### config.mk
export PLATFORM = sky130hd
export DESIGN_NAME = lzcam_ctrl
export DESIGN_NICKNAME = d
export VERILOG_FILES = /design/src/hdl/lzcam_pkg.sv /design/src/hdl/lzcam_ctrl.sv
export SDC_FILE = /design/constraint.sdc
export NUM_CORES = 1
export LEC_CHECK = 0
export ABC_AREA = 1
export BUFFER_PORTS_ARGS = -buffer_cell sky130_fd_sc_hd__buf_2
export CAP_MARGIN = 20
export CORE_ASPECT_RATIO = 2
export CORE_MARGIN = 3
export CORE_UTILIZATION = 54
export CTS_BUF_LIST = sky130_fd_sc_hd__clkbuf_4 sky130_fd_sc_hd__clkbuf_8
export DETAILED_ROUTE_END_ITERATION = 12
export PLACE_DENSITY = 0.84
export SLEW_MARGIN = 40
export SYNTH_ARGS = -nofsm -noshare
export SYNTH_HDL_FRONTEND = slang
export SYNTH_SLANG_ARGS = --single-unit
### constraint.sdc
create_clock -name clock -period 2.1 [get_ports clock]
set_input_delay 0.315 -clock clock [delete_from_list [all_inputs] [get_ports clock]]
set_output_delay 0.315 -clock clock [all_outputs]
set_load 0.01 [all_outputs]
### src/hdl/lzcam_pkg.sv
// Shared constants, codes and control/status types for the LZ dictionary CAM.
package lzcam_pkg;

   localparam int CAPACITY = 256;
   localparam int IDX_W    = 8;
   localparam int SLOT_W   = 9;
   localparam int KEY_W    = 64;
   localparam int CNT_W    = 31;
   localparam int KIND_W   = 2;
   localparam int STAT_W   = 2;
   localparam int CSR_IDX_W = 2;
   localparam int CSR_DAT_W = 9;
   localparam int RSP_W    = 24;

   localparam logic [CNT_W-1:0]  CNT_MAX  = {CNT_W{1'b1}};
   localparam logic [SLOT_W-1:0] CAP_SLOT = SLOT_W'(CAPACITY);

   localparam logic [KIND_W-1:0] KIND_FIND   = 2'd0;
   localparam logic [KIND_W-1:0] KIND_INSERT = 2'd1;
   localparam logic [KIND_W-1:0] KIND_CLEAR  = 2'd2;

   localparam logic [STAT_W-1:0] ST_OK   = 2'd0;
   localparam logic [STAT_W-1:0] ST_DROP = 2'd1;
   localparam logic [STAT_W-1:0] ST_DUP  = 2'd2;

   localparam logic [CSR_IDX_W-1:0] REG_DICT_SIZE     = 2'd0;
   localparam logic [CSR_IDX_W-1:0] REG_SIZE_LIMIT    = 2'd1;
   localparam logic [CSR_IDX_W-1:0] REG_REPLACE_START = 2'd2;

   typedef struct packed {
      logic             load;
      logic             match;
      logic             resolve;
      logic             write_key;
      logic [IDX_W-1:0] wr_idx;
      logic             fill_inc;
      logic             clear;
      logic             cnt_rd;
      logic [IDX_W-1:0] cnt_addr;
      logic             cnt_inc;
      logic             scan_init;
      logic             scan_eval;
   } cmd_type;

   typedef struct packed {
      logic [KIND_W-1:0] kind;
      logic              hit;
      logic [IDX_W-1:0]  hit_idx;
      logic [SLOT_W-1:0] fill;
      logic [SLOT_W-1:0] eff_size;
      logic              limit;
      logic [IDX_W-1:0]  rs;
      logic [IDX_W-1:0]  victim;
      logic              victim_valid;
      logic [SLOT_W-1:0] table_size;
   } stat_type;

endpackage

### src/hdl/lzcam_ctrl.sv
// Controller: request sequencing, insert/replace decisions and response register.
module lzcam_ctrl import lzcam_pkg::*; (
   input  logic             clock,
   input  logic             reset,
   input  logic             req_tvalid,
   output logic             req_tready,
   output logic             rsp_tvalid,
   input  logic             rsp_tready,
   output logic [RSP_W-1:0] rsp_tdata,
   input  stat_type         stat,
   output cmd_type          cmd
);

   typedef enum logic [2:0] {
      S_IDLE, S_MATCH, S_PRIO, S_DEC, S_BUMP, S_SCAN0, S_SCAN, S_REPL
   } state_type;

   state_type         state_ff, state_in;
   logic              found_ff;
   logic [SLOT_W-1:0] slot_ff;
   logic              replaced_ff;
   logic [STAT_W-1:0] status_ff;
   logic [IDX_W-1:0]  scan_ff;
   logic              done_ff;
   logic              rsp_valid_ff;
   logic [RSP_W-1:0]  rsp_data_ff;

   logic [IDX_W-1:0]  last_idx;
   logic              room;
   logic              out_free;

   assign last_idx  = stat.eff_size[IDX_W-1:0] - IDX_W'(1);
   assign room      = stat.fill < stat.eff_size;
   assign out_free  = !rsp_valid_ff || rsp_tready;
   assign req_tready = (state_ff == S_IDLE) && !done_ff;

   always_comb begin
      cmd       = '0;
      state_in  = state_ff;
      cmd.load  = req_tvalid && req_tready;
      case (state_ff)
         S_IDLE: begin
            if (req_tvalid && req_tready) begin
               state_in = S_MATCH;
            end
         end
         S_MATCH: begin
            cmd.match = 1'b1;
            state_in  = S_PRIO;
         end
         S_PRIO: begin
            cmd.resolve = 1'b1;
            state_in    = S_DEC;
         end
         S_DEC: begin
            state_in = S_IDLE;
            case (stat.kind)
               KIND_FIND: begin
                  if (stat.hit && stat.limit) begin
                     cmd.cnt_rd   = 1'b1;
                     cmd.cnt_addr = stat.hit_idx;
                     state_in     = S_BUMP;
                  end
               end
               KIND_INSERT: begin
                  if (!stat.hit) begin
                     if (!stat.limit) begin
                        if (stat.fill < CAP_SLOT) begin
                           cmd.write_key = 1'b1;
                           cmd.wr_idx    = stat.fill[IDX_W-1:0];
                           cmd.fill_inc  = 1'b1;
                        end
                     end else if (room) begin
                        cmd.write_key = 1'b1;
                        cmd.wr_idx    = stat.fill[IDX_W-1:0];
                        cmd.fill_inc  = 1'b1;
                        cmd.cnt_rd    = 1'b1;
                        cmd.cnt_addr  = stat.fill[IDX_W-1:0];
                        state_in      = S_BUMP;
                     end else if ({1'b0, stat.rs} < stat.eff_size) begin
                        state_in = S_SCAN0;
                     end
                  end
               end
               KIND_CLEAR: begin
                  cmd.clear = 1'b1;
               end
               default: ;
            endcase
         end
         S_BUMP: begin
            cmd.cnt_inc = 1'b1;
            state_in    = S_IDLE;
         end
         S_SCAN0: begin
            cmd.scan_init = 1'b1;
            cmd.cnt_rd    = 1'b1;
            cmd.cnt_addr  = stat.rs;
            state_in      = S_SCAN;
         end
         S_SCAN: begin
            cmd.scan_eval = 1'b1;
            if (scan_ff == last_idx) begin
               state_in = S_REPL;
            end else begin
               cmd.cnt_rd   = 1'b1;
               cmd.cnt_addr = scan_ff + IDX_W'(1);
            end
         end
         S_REPL: begin
            cmd.write_key = 1'b1;
            cmd.wr_idx    = stat.victim;
            state_in      = S_IDLE;
         end
         default: state_in = S_IDLE;
      endcase
   end

   always_ff @(posedge clock) begin
      if (reset) begin
         state_ff     <= S_IDLE;
         done_ff      <= 1'b0;
         rsp_valid_ff <= 1'b0;
      end else begin
         state_ff <= state_in;
         if (done_ff && out_free) begin
            rsp_valid_ff <= 1'b1;
            rsp_data_ff  <= {2'b00, status_ff, stat.table_size, replaced_ff, slot_ff,
                             found_ff};
            done_ff      <= 1'b0;
         end else if (rsp_valid_ff && rsp_tready) begin
            rsp_valid_ff <= 1'b0;
         end
         case (state_ff)
            S_DEC: begin
               found_ff    <= 1'b0;
               slot_ff     <= '0;
               replaced_ff <= 1'b0;
               status_ff   <= ST_OK;
               done_ff     <= (state_in == S_IDLE);
               case (stat.kind)
                  KIND_FIND: begin
                     if (stat.hit) begin
                        found_ff <= 1'b1;
                        slot_ff  <= {1'b0, stat.hit_idx} + SLOT_W'(1);
                     end
                  end
                  KIND_INSERT: begin
                     if (stat.hit) begin
                        slot_ff   <= {1'b0, stat.hit_idx} + SLOT_W'(1);
                        status_ff <= ST_DUP;
                     end else if (!stat.limit) begin
                        if (stat.fill < CAP_SLOT) begin
                           slot_ff <= stat.fill + SLOT_W'(1);
                        end else begin
                           status_ff <= ST_DROP;
                        end
                     end else if (room) begin
                        slot_ff <= stat.fill + SLOT_W'(1);
                     end else if ({1'b0, stat.rs} >= stat.eff_size) begin
                        status_ff <= ST_DROP;
                     end
                  end
                  default: ;
               endcase
            end
            S_BUMP: done_ff <= 1'b1;
            S_SCAN0: scan_ff <= stat.rs;
            S_SCAN: scan_ff <= scan_ff + IDX_W'(1);
            S_REPL: begin
               replaced_ff <= stat.victim_valid;
               slot_ff     <= {1'b0, stat.victim} + SLOT_W'(1);
               done_ff     <= 1'b1;
            end
            default: ;
         endcase
      end
   end

   assign rsp_tvalid = rsp_valid_ff;
   assign rsp_tdata  = rsp_data_ff;

   a_rsp_from_done: assert property (@(posedge clock) disable iff (reset)
      $rose(rsp_tvalid) |-> $past(done_ff)) else $error("response without finished request");
   a_busy_no_accept: assert property (@(posedge clock) disable iff (reset)
      (state_ff != S_IDLE) |-> !req_tready) else $error("request taken while busy");
   a_scan_bound: assert property (@(posedge clock) disable iff (reset)
      (state_ff == S_SCAN) |-> scan_ff <= last_idx) else $error("scan past table size");

endmodule

* After elaboration in Yosys (flattened, before gate mapping) *
Cells that the tools add are included.

storage, ports and cells
  bits in registers = 48
  bits of input ports = 60
  output and inout bits = 52
  word-level logic and storage cells = 100

cells by class
  $add $sub $neg = 5
  magnitude comparators = 4
  eq/ne operators = 10
  mux-type cells = 48
  bitwise logic cells = 2
  reductions and logical operators = 21

operator list
  operator                                                               number
  9-bit two-way mux                                                      10
  9-bit case mux with 2 select lines                                     4
  10-bit two-way mux                                                     5
  9-bit case mux with 3 select lines                                     1
  3-bit two-way mux                                                      7
  3-bit case mux with 7 select lines                                     1
  8-bit by 1-bit adder with 9-bit output, second input constant          2
  8-bit case mux with 2 select lines                                     1
  1-bit two-way mux                                                      13
  3-bit equality test, second input constant                             4
  9-bit by 1-bit adder with 9-bit output, second input constant          1
  8-bit by 9-bit >= comparator with 1-bit output                         1
  8-bit by 9-bit < comparator with 1-bit output                          1
  9-bit < comparator                                                     1
  9-bit < comparator, second input constant                              1
  8-bit by 1-bit adder with 8-bit output, second input constant          1
  8-bit equality test                                                    1
  2-bit AND reduction                                                    4
  8-bit by 1-bit subtractor with 8-bit output, second input constant     1
  3-bit by 2-bit equality test with 1-bit output, second input constant  2
  3-bit logical NOT                                                      2
  2-bit two-way mux                                                      3
  3-bit case mux with 2 select lines                                     1
  2-bit nonzero test                                                     3
  other kinds (11)                                                       19

* Longest topological paths before layout *
Gate-level depths: netlist of the first run.

  word-level depth = 9
  gate-level depth with buffers = 16
  mapped depth without buffers = 16

* Least setup slack after synthesis of the first run *
Ideal clock, no wire load.

  path type = input port to output port
  start point = in stat[35] (netlist name)
  end point = out cmd[14] (netlist name)
  arrival = 1.690 ns
  data required time = 1.785 ns
  setup slack = 0.095 ns
  stages = 10
  path buffers = 0
  cells stage by stage = inv_1 > ha_1 > a21oi_1 > o21a_1 > nand3_2 > nand2_2 > nand3_4 > nor2_4 > inv_4 > o22ai_1

RTL lines
  what                RTL line          RTL
  start: declaration  lzcam_ctrl.sv:10  input stat_type stat,
  end: declaration    lzcam_ctrl.sv:11  output cmd_type cmd

==> results.cfg, run 1 <==
[placement]
dpl-instance-area_um2 = 4550
dp_slack_ns = -0.223
gp_congestion = 1.10
portBuffers = 109
hpwl_um = 9180

[synth]
yosysMostFrequentCell = nand2_1
yosysSeqAreaShare = 0.386
yosysWarnings = 0
ys_seq_elements = 48
syn_inst = 442
synth_common_cells = nand2_1, inv_1, edfxtp_1, nor2_1, ha_1
netlist_area_um2 = 3610
synth_top_area_frac = 0.358
synthTopCellsByArea = edfxtp_1, nand2_1, ha_1, inv_1, nor2_1
synth_top_cell_by_area = edfxtp_1
ys.flop_type = edfxtp_1
synth_edf_count = 43
synth_area_per_cell_um2 = 8.16
ys_async_sr_fraction = 0
synth_cell_types = 46

[sta]
setup_viol_count_final = 19
period_needed_ns = 2.32
fin_worst_skew_ns = 0.0154
hold_viol = 0
setup_slack_ns = -0.221
period_share = 1.11
tightest_slew_ns = 0.901
hold_ws_ns = 0.169
slew_headroom = 0.397
rsz0062_at_grt = true
max_freq_ghz = 0.431
report.final.slew_viol_count = 0

[drt]
vias_per_cell = 5.81
wirelength_um = 12500
post_drt_wl_per_cell_um = 17.8
ant_nets = 0
drc_errors = 0
drt_pass1_iterations = 7
num_vias = 4082
drt_iter0_markers = 373

[global_routing]
grt_max_degree = 23
grt_pass1_wl_um = 18100
grt_pass1_vias = 3949
antenna_found_initial = 0
grt_usage = 0.306
gr-total-overflow = 0

[layout]
final_area_um2 = 5230
drive_gt1_frac = 0.455
nNetsFinal = 701
area_delta_synth_final_pct = 45.0
diodes = 0

[worst_setup_path]
cp-start-kind = register
max_stage_delay_ns = 0.49
worstPathCellList = ha_2 > nand2_1 > nor2_4 > nand3_1 > a21oi_2 > o21ai_1 > o221ai_2 > buf_2
cp_top_family = flip-flops
setup.worst_path.end_class = primary output
crit_required_ns = 1.78
path_max_fanout = 5
path_buf_inv = 1
startpoint = scan_ff[0]
path_class = register to primary output
rrSetupSlack_ns = 0.06
r2r_start = scan_ff[0]
cp.arrival_ns = 2.01
cpMaxStageDelayCell = edfxtp_1

[clocking]
clock-sinks = 48
clock_path_buffers = 2
path_clk_slew_ns = 0.10
clk_latency_ns = 0.32
ctsHtreeMaxLevel = 2
cts-root-buf = clkbuf_8
cts_made_buffers = 5
tritoncts = done

[floorplanning]
rows = 41
coreArea_um2 = 6410
dieArea_um2 = 7750
die_x_um = 63.8
pin_count = 112
die_h_um = 122
start_util = 0.562

[pwr]
p_per_area_nw_per_um2 = 617
peakVddDrop_mv = 0.411
p_leak_nw = 2.45

[min_path]
min_from = stat[5]
hold_class = input port to register

[run_status]
outcome = finished, violations left
violations = negative setup slack

[job]
max-cap-violations = 0
## placed cells by master, fill, tap and decap left out, types with 3 or more instances in the layout
cell type    n
nor3_2       3
o211ai_1     3
a21oi_2      6
buf_4       54
inv_2       15
ha_1        16
buf_2      101
o21bai_1     3
inv_4        6
a21oi_1     15
nor2_4       6
nor3_1       4
nand4_1      3
dfxtp_1      3
buf_6       14
o22ai_2      5
edfxtp_1    43
o21ai_1      7
xor2_1      10
nor2_1      32
inv_1       54
o21ai_2      3
a22oi_1      6
nor2_2      10
o21ai_0     12
clkbuf_8     5
ha_2         3
ha_4         7
a31oi_1      4
nand3_1     18
nand3_2      6
nand2_2      7
o221ai_2     8
nand2_1     87
## power breakdown
group          leakage, nW  internal [mW]  switching (mW)  total (mW)
Sequential           0.434           1.16          0.0617        1.22
Clock               0.0687          0.480           0.350       0.830
Combinational         1.95          0.478           0.697        1.18
## timing repair
| action | in CTS | in global routing |
|---|---|---|
| gates resized for setup | 56 | 39 |
| setup endpoints to repair | 20 | 21 |
| hold buffers | 0 | 0 |
| pin swaps | 14 | 15 |
| cloned | 0 | 2 |
| setup buffers | 14 | 4 |
## sequential cells by signal, summed over array words and instances, names as in the netlist, 2 cells and up
name and flops:
scan_ff 8, state_ff 3, status_ff 2, slot_ff 9, rsp_tdata 22
## per-stage QoR
stage | utilization | cells | total power, mW | setup TNS, ns
finish | 0.816 | 702 | 3.23 | -2.95
global placement | 0.710 | 676 | 2.22 | -2.53
detailed placement | 0.710 | 676 | 2.25 | -3.34
CTS | 0.785 | 698 | 3.14 | -1.17
floorplan | - | 443 | 1.84 | 0
global route | 0.816 | 702 | 3.38 | -4.43
## worst register-to-register path: cells and delay by family (launching register included)
kind            cells  cell delay [ns]
compound gates      1             0.18
simple gates        5             0.55
buf+inv             7             0.70
flops               1             0.49
## final timing paths
check / end / depth (start not counted)
min reg2reg: rsp_tdata[1] / 0
max: cmd[9] / 8
min: rsp_tdata[16] / 1
max reg2reg: scan_ff[7] / 13
## logic make-up after synthesis
logic type      share of synthesized area
other cells                       0.00104
fa+ha+maj                          0.0902
compound gates                      0.154
buf+inv                            0.0951
xor+xnor                           0.0291
simple gates                        0.245
flops                               0.386
## area by class of cell
class	instances	area, um^2
repair inverters	2	12.5
well taps	86	108
flip-flops and latches	48	1400
inverters	75	302
clock inverters	3	68.8
clock buffers	5	68.8
fillers	402	1180
repair buffers	171	1100
multi-input cells	312	2170
## metal layers
layer | wire (um) | up-vias | track usage
met5 | 0 | - | 0
met4 | 848 | 0 | 0.212
met3 | 882 | 82 | 0.0406
met2 | 7020 | 283 | 0.603
met1 | 3750 | 1867 | 0.270
li1 | - | 1850 | -
(Power assumes the default switching activity.)
==> inputs of run 2 (changes only) <==
BUFFER_PORTS_ARGS = unset   (was -buffer_cell sky130_fd_sc_hd__buf_2)
CORE_ASPECT_RATIO = 0.6   (was 2)
CORE_UTILIZATION = 61   (was 54)
DONT_BUFFER_PORTS = 1   (was unset)
PLACE_DENSITY = 0.77   (was 0.84)
==> run 2 against run 1 <==
  * Non-clock buffer count shrank 128
  * Via count shrank 13%
  * Clock-buffer cell count is the same
  * Wire length shrank 7.6%
  * Flip-flop and latch count is the same
  * Largest power group unchanged
  * Sequential share of layout area grew 4.3 points
  * Critical path depth grew 4
  * First-iteration DRC count grew 14%
  * Combinational power shrank 19%
  * Global-route usage grew 0.40 points
  * The flow still finishes with violations (negative setup slack)
  * Clock power shrank 2%
==> results.cfg, run 2 (synthesis results as in run 1) <==
[run_status]
outcome = finished, violations left
violations = negative setup slack

[clocking]
clock_path_buffers = 2
tritoncts = done
cts-root-buf = clkbuf_8
ctsHtreeMaxLevel = 2
clk_latency_ns = 0.30
path_clk_slew_ns = 0.10
clock-sinks = 48
cts_made_buffers = 5

[sta]
fin_setup_tns_ns = -2.07
hold_viol = 0
report.final.slew_viol_count = 0
setup_slack_ns = -0.210
fin_worst_skew_ns = 0.00621
period_needed_ns = 2.31
max_freq_ghz = 0.433
tightest_slew_ns = 0.533
slew_headroom = 0.642
setup_viol_count_final = 16
period_share = 1.10
rsz0062_at_grt = true

[layout]
diodes = 0
drive_gt1_frac = 0.293
nNetsFinal = 573
utilization = 0.837
mostFrequentLayoutCells = nand2_1, inv_1, edfxtp_1
largest_reg_flops = 22
area_delta_synth_final_pct = 24.8
fillers = 299
layout.cells.non_filler = 565
final_common_cell = nand2_1

[global_routing]
grt_pass1_wl_um = 16500
antenna_found_initial = 0
grt_usage = 0.310
grt_pass1_vias = 3281
gr-total-overflow = 0
grt_max_degree = 23

[pwr]
p_int_mw = 2.00
p_per_area_nw_per_um2 = 668
p_leak_nw = 1.89
power_mw = 3.00
pwr-share-clk = 0.270
pwr-share-seq = 0.413
combPwrFrac = 0.317
peakVddDrop_mv = 0.596
p_sw_mw = 1.01
switching_share = 0.336

[floorplanning]
rows = 20
die_x_um = 105
die_h_um = 65.6
coreArea_um2 = 5380
pin_count = 112
dieArea_um2 = 6900
start_util = 0.670

[drt]
wirelength_um = 11500
vias_per_cell = 6.27
drt_pass1_iterations = 7
ant_nets = 0
drc_errors = 0
post_drt_wl_per_cell_um = 20.4
num_vias = 3545
drt_iter0_markers = 426

[worst_setup_path]
cp.arrival_ns = 1.99
setup.worst_path.end_class = primary output
r2r_start = scan_ff[0]
path_max_fanout = 4
rrSetupSlack_ns = 0.04
r2r_end = done_ff
reg2reg_depth = 17
crit_required_ns = 1.78
path_class = register to primary output
cp-start-kind = register

[min_path]
whs_path_depth = 1
min_from = reset
hold_end = state_ff[0]
hold_class = input port to register

[placement]
portBuffers = 0
hpwl_um = 8200
gp_congestion = 1.05
place_inst = 541

[job]
max-cap-violations = 0
run 2: final cells by class:
cell class | instances | area (um^2) | area share
clock buffers | 5 | 68.8 | 0.0153
clock inverters | 3 | 68.8 | 0.0153
inverters | 75 | 303 | 0.0673
multi-input cells | 312 | 2190 | 0.488
well taps | 77 | 96.3 | 0.0214
repair inverters | 2 | 15.0 | 0.00334
flip-flops and latches | 48 | 1400 | 0.310
repair buffers | 43 | 358 | 0.0795
run 2: metrics by stage:
| stage | cell area (um^2) | setup WS [ns] | hold WS, ns |
|---|---|---|---|
| after floorplan | 3610 | 0.0953 | 0.400 |
| after global placement | 3870 | -0.00960 | 0.389 |
| after detailed placement | 3870 | -0.0885 | 0.388 |
| after CTS | 4250 | -0.144 | 0.0550 |
| after global routing | 4500 | -0.333 | 0.0496 |
| final | 4500 | -0.210 | 0.0561 |
run 2: power by group through the flow:
stage	Clock, mW	Combinational, mW	Sequential (mW)
CTS	0.820	0.866	1.23
detailed placement	0	0.807	1.26
global route	0.861	1.05	1.25
finish	0.811	0.954	1.24
global placement	0	0.783	1.25
floorplan	0	0.603	1.24
run 2: repair_timing:
| action | 4_1_cts | 5_1_grt |
|---|---|---|
| endpoints found under the setup margin | 13 | 19 |
| resized for setup | 34 | 43 |
| endpoints found under the hold margin | 0 | 0 |
| pin swaps | 27 | 20 |
| setup buffers | 7 | 7 |
| hold buffers | 0 | 0 |
| cloned | 2 | 0 |
run 2: per-layer routing:
metal  global-route usage  wire, um
met1                0.418      4410
met2                0.480      4960
met3                0.108      1690
met4               0.0736       481
met5                    0         0
run 2: how the worst max path moves through the flow:
stage | from | end | slack [ns] | cells after the start
2_1_floorplan | stat[35] | cmd[14] | 0.1 | 10
3_3_place_gp | stat[35] | cmd[19] | -0.01 | 11
3_5_place_dp | stat[35] | cmd[9] | -0.09 | 9
4_1_cts | scan_ff[0] | cmd[9] | -0.14 | 12
5_1_grt | scan_ff[0] | cmd[9] | -0.33 | 12
6_report | scan_ff[0] | cmd[6] | -0.21 | 12
run 2: critical path: stages, from the launching register on:
cell and delay [ns]:
edfxtp_1 0.48, buf_6 0.16, inv_2 0.04, nand2_2 0.04, nand2_1 0.05, nand2_1 0.06, nor2_1 0.10, nand2_1 0.07
nor2_2 0.14, nand3_4 0.14, clkinvlp_4 0.17, buf_6 0.12, o221ai_4 0.11
==> inputs of run 3 (changes only) <==
ABC_AREA = unset   (was 1)
==> run 3 against run 2 <==
  * The run still ends with negative setup slack left
  * Cell area shrank 6.0%
  * Global-route usage shrank 0.37 points
  * Hold slack is essentially flat
  * Sequential share of layout area grew 1.9 points
  * Critical path type unchanged
  * Largest power group unchanged
  * Clock-buffer cell count is the same
  * Synthesized area shrank 4.4%
  * Final cell count shrank 18%
  * Non-clock buffer count grew 3
  * Clock skew grew 0.0068 ns
  * Power shrank 16%
  * Combinational power shrank 33%
==> results.cfg, run 3 <==
[synth]
ys.flop_type = edfxtp_1
synth_top_cell_by_area = edfxtp_1
netlist_area_um2 = 3450
yosysMostFrequentCell = edfxtp_1
ys_async_sr_fraction = 0
synth_edf_count = 43
yosysWarnings = 0
synthTopCellsByArea = edfxtp_1, ha_1, xnor2_1, xor2_1, nand2_1
yosysSeqAreaShare = 0.404
synth_common_cells = edfxtp_1, nand2_1, ha_1, inv_1, xnor2_1
syn_inst = 353
ys_seq_elements = 48
synth_top_area_frac = 0.375
synth_area_per_cell_um2 = 9.77
synth_cell_types = 52

[sta]
period_share = 1.15
hold_viol = 0
fin_worst_skew_ns = 0.0131
tightest_slew_ns = 0.655
setup_slack_ns = -0.322
rsz0062_at_grt = true
max_freq_ghz = 0.413
hold_ws_ns = 0.0558
period_needed_ns = 2.42
setup_viol_count_final = 19
report.final.slew_viol_count = 0
slew_headroom = 0.562

[clocking]
clock_path_buffers = 2
tritoncts = done
path_clk_slew_ns = 0.10
cts-root-buf = clkbuf_8
cts_made_buffers = 5
clk_latency_ns = 0.31
clock-sinks = 48
ctsHtreeMaxLevel = 2
hold_buffers = 0

[pwr]
peakVddDrop_mv = 0.553
p_leak_nw = 1.63
p_per_area_nw_per_um2 = 600

[floorplanning]
rows = 20
coreArea_um2 = 5260
dieArea_um2 = 6620
pin_count = 112
start_util = 0.656
die_x_um = 103
die_h_um = 64.2

[min_path]
hold_class = input port to register

[run_status]
violations = negative setup slack
outcome = finished, violations left

[worst_setup_path]
cp.arrival_ns = 2.11
cp-start-kind = register
setup.worst_path.end_class = primary output
rrSetupSlack_ns = 0.20
crit_required_ns = 1.78
path_class = register to primary output
path_max_fanout = 8

[drt]
ant_nets = 0
drt_pass1_iterations = 6
drt_iter0_markers = 330
post_drt_wl_per_cell_um = 22.1
num_vias = 3101
vias_per_cell = 6.70
wirelength_um = 10200
drc_errors = 0

[layout]
diodes = 0
drive_gt1_frac = 0.254
nNetsFinal = 482
largest_reg_flops = 22
final_common_cell = buf_4
mostFrequentLayoutCells = buf_4, edfxtp_1, nand2_1
area_delta_synth_final_pct = 22.7

[global_routing]
grt_pass1_vias = 2841
antenna_found_initial = 0
gr-total-overflow = 0
grt_max_degree = 23
grt_usage = 0.306
grt_pass1_wl_um = 15200

[job]
max-cap-violations = 0

[placement]
gp_congestion = 1.02
portBuffers = 0
hpwl_um = 7780
dp_slack_ns = -0.232
[run 3: changes by cell type after synthesis, sizes merged, moves of 6 or more]
cell,change
nand3,-7
nand2,-68
o22ai,-8
nor2,-32
xnor2,+20
a21oi,-7
o21ai,-6
and3,+9
nor2b,+9
a221oi,+7
inv,-50
a22o,+8
[run 3: per-layer routing]
metal / up-vias / part of all wire / global-route usage
li1: 1407 / - / -
met1: 1467 / 0.43 / 0.468
met2: 214 / 0.42 / 0.434
met3: 13 / 0.14 / 0.0883
met4: 0 / 0.010 / 0.0501
met5: - / 0 / 0
[run 3: per-stage QoR]
step / util / power (mW) / std cells / area (um^2) / setup TNS (ns)
floorplan: - / 1.56 / 354 / 3560 / 0
global placement: 0.743 / 1.70 / 452 / 3910 / -1.86
detailed placement: 0.743 / 1.72 / 452 / 3910 / -2.89
CTS: 0.798 / 2.53 / 463 / 4200 / -2.89
global route: 0.805 / 2.66 / 463 / 4230 / -4.67
finish: 0.805 / 2.54 / 463 / 4230 / -3.25
[run 3: cell families after synthesis]
| family | synth area share |
|---|---|
| fa+ha+maj | 0.0944 |
| compound gates | 0.176 |
| buf+inv | 0.0501 |
| mux | 0.00327 |
| simple gates | 0.182 |
| other cells | 0.00109 |
| xor+xnor | 0.0889 |
| flops | 0.404 |
[run 3: area by class of cell]
class / instances / area [um^2]
flip-flops and latches: 48 / 1390
multi-input cells: 269 / 2160
inverters: 26 / 108
clock buffers: 5 / 68.8
well taps: 66 / 82.6
clock inverters: 3 / 68.8
fillers: 314 / 1030
repair buffers: 46 / 353
[run 3: final timing paths]
kind	from	endpoint	cells past startpoint
setup / recovery	scan_ff[5]	cmd[10]	8
hold / removal	reset	state_ff[2]	1
setup reg to reg	state_ff[1]	done_ff	7
hold reg to reg	status_ff[1]	rsp_tdata[21]	0
[run 3: report_power, final]
group	leakage, nW	switching (mW)	internal (mW)	total (mW)
combinational	1.13	0.341	0.294	0.636
sequential	0.430	0.0224	1.08	1.10
clock	0.0687	0.322	0.479	0.801
[run 3: timing repair]
| item | in CTS | in global routing |
|---|---|---|
| setup buffers | 2 | 0 |
| pin swaps | 16 | 4 |
| setup endpoints to repair | 19 | 19 |
| gates cloned | 1 | 0 |
| gates resized for setup | 24 | 4 |
[run 3: worst max-delay path, cell delays in order, from the launching register on]
cell	delay, ns
edfxtp_1	0.43
xnor2_2	0.20
xor2_1	0.16
a2bb2oi_1	0.07
o31ai_1	0.20
buf_4	0.19
a31o_4	0.23
o221ai_1	0.15
buf_4	0.16
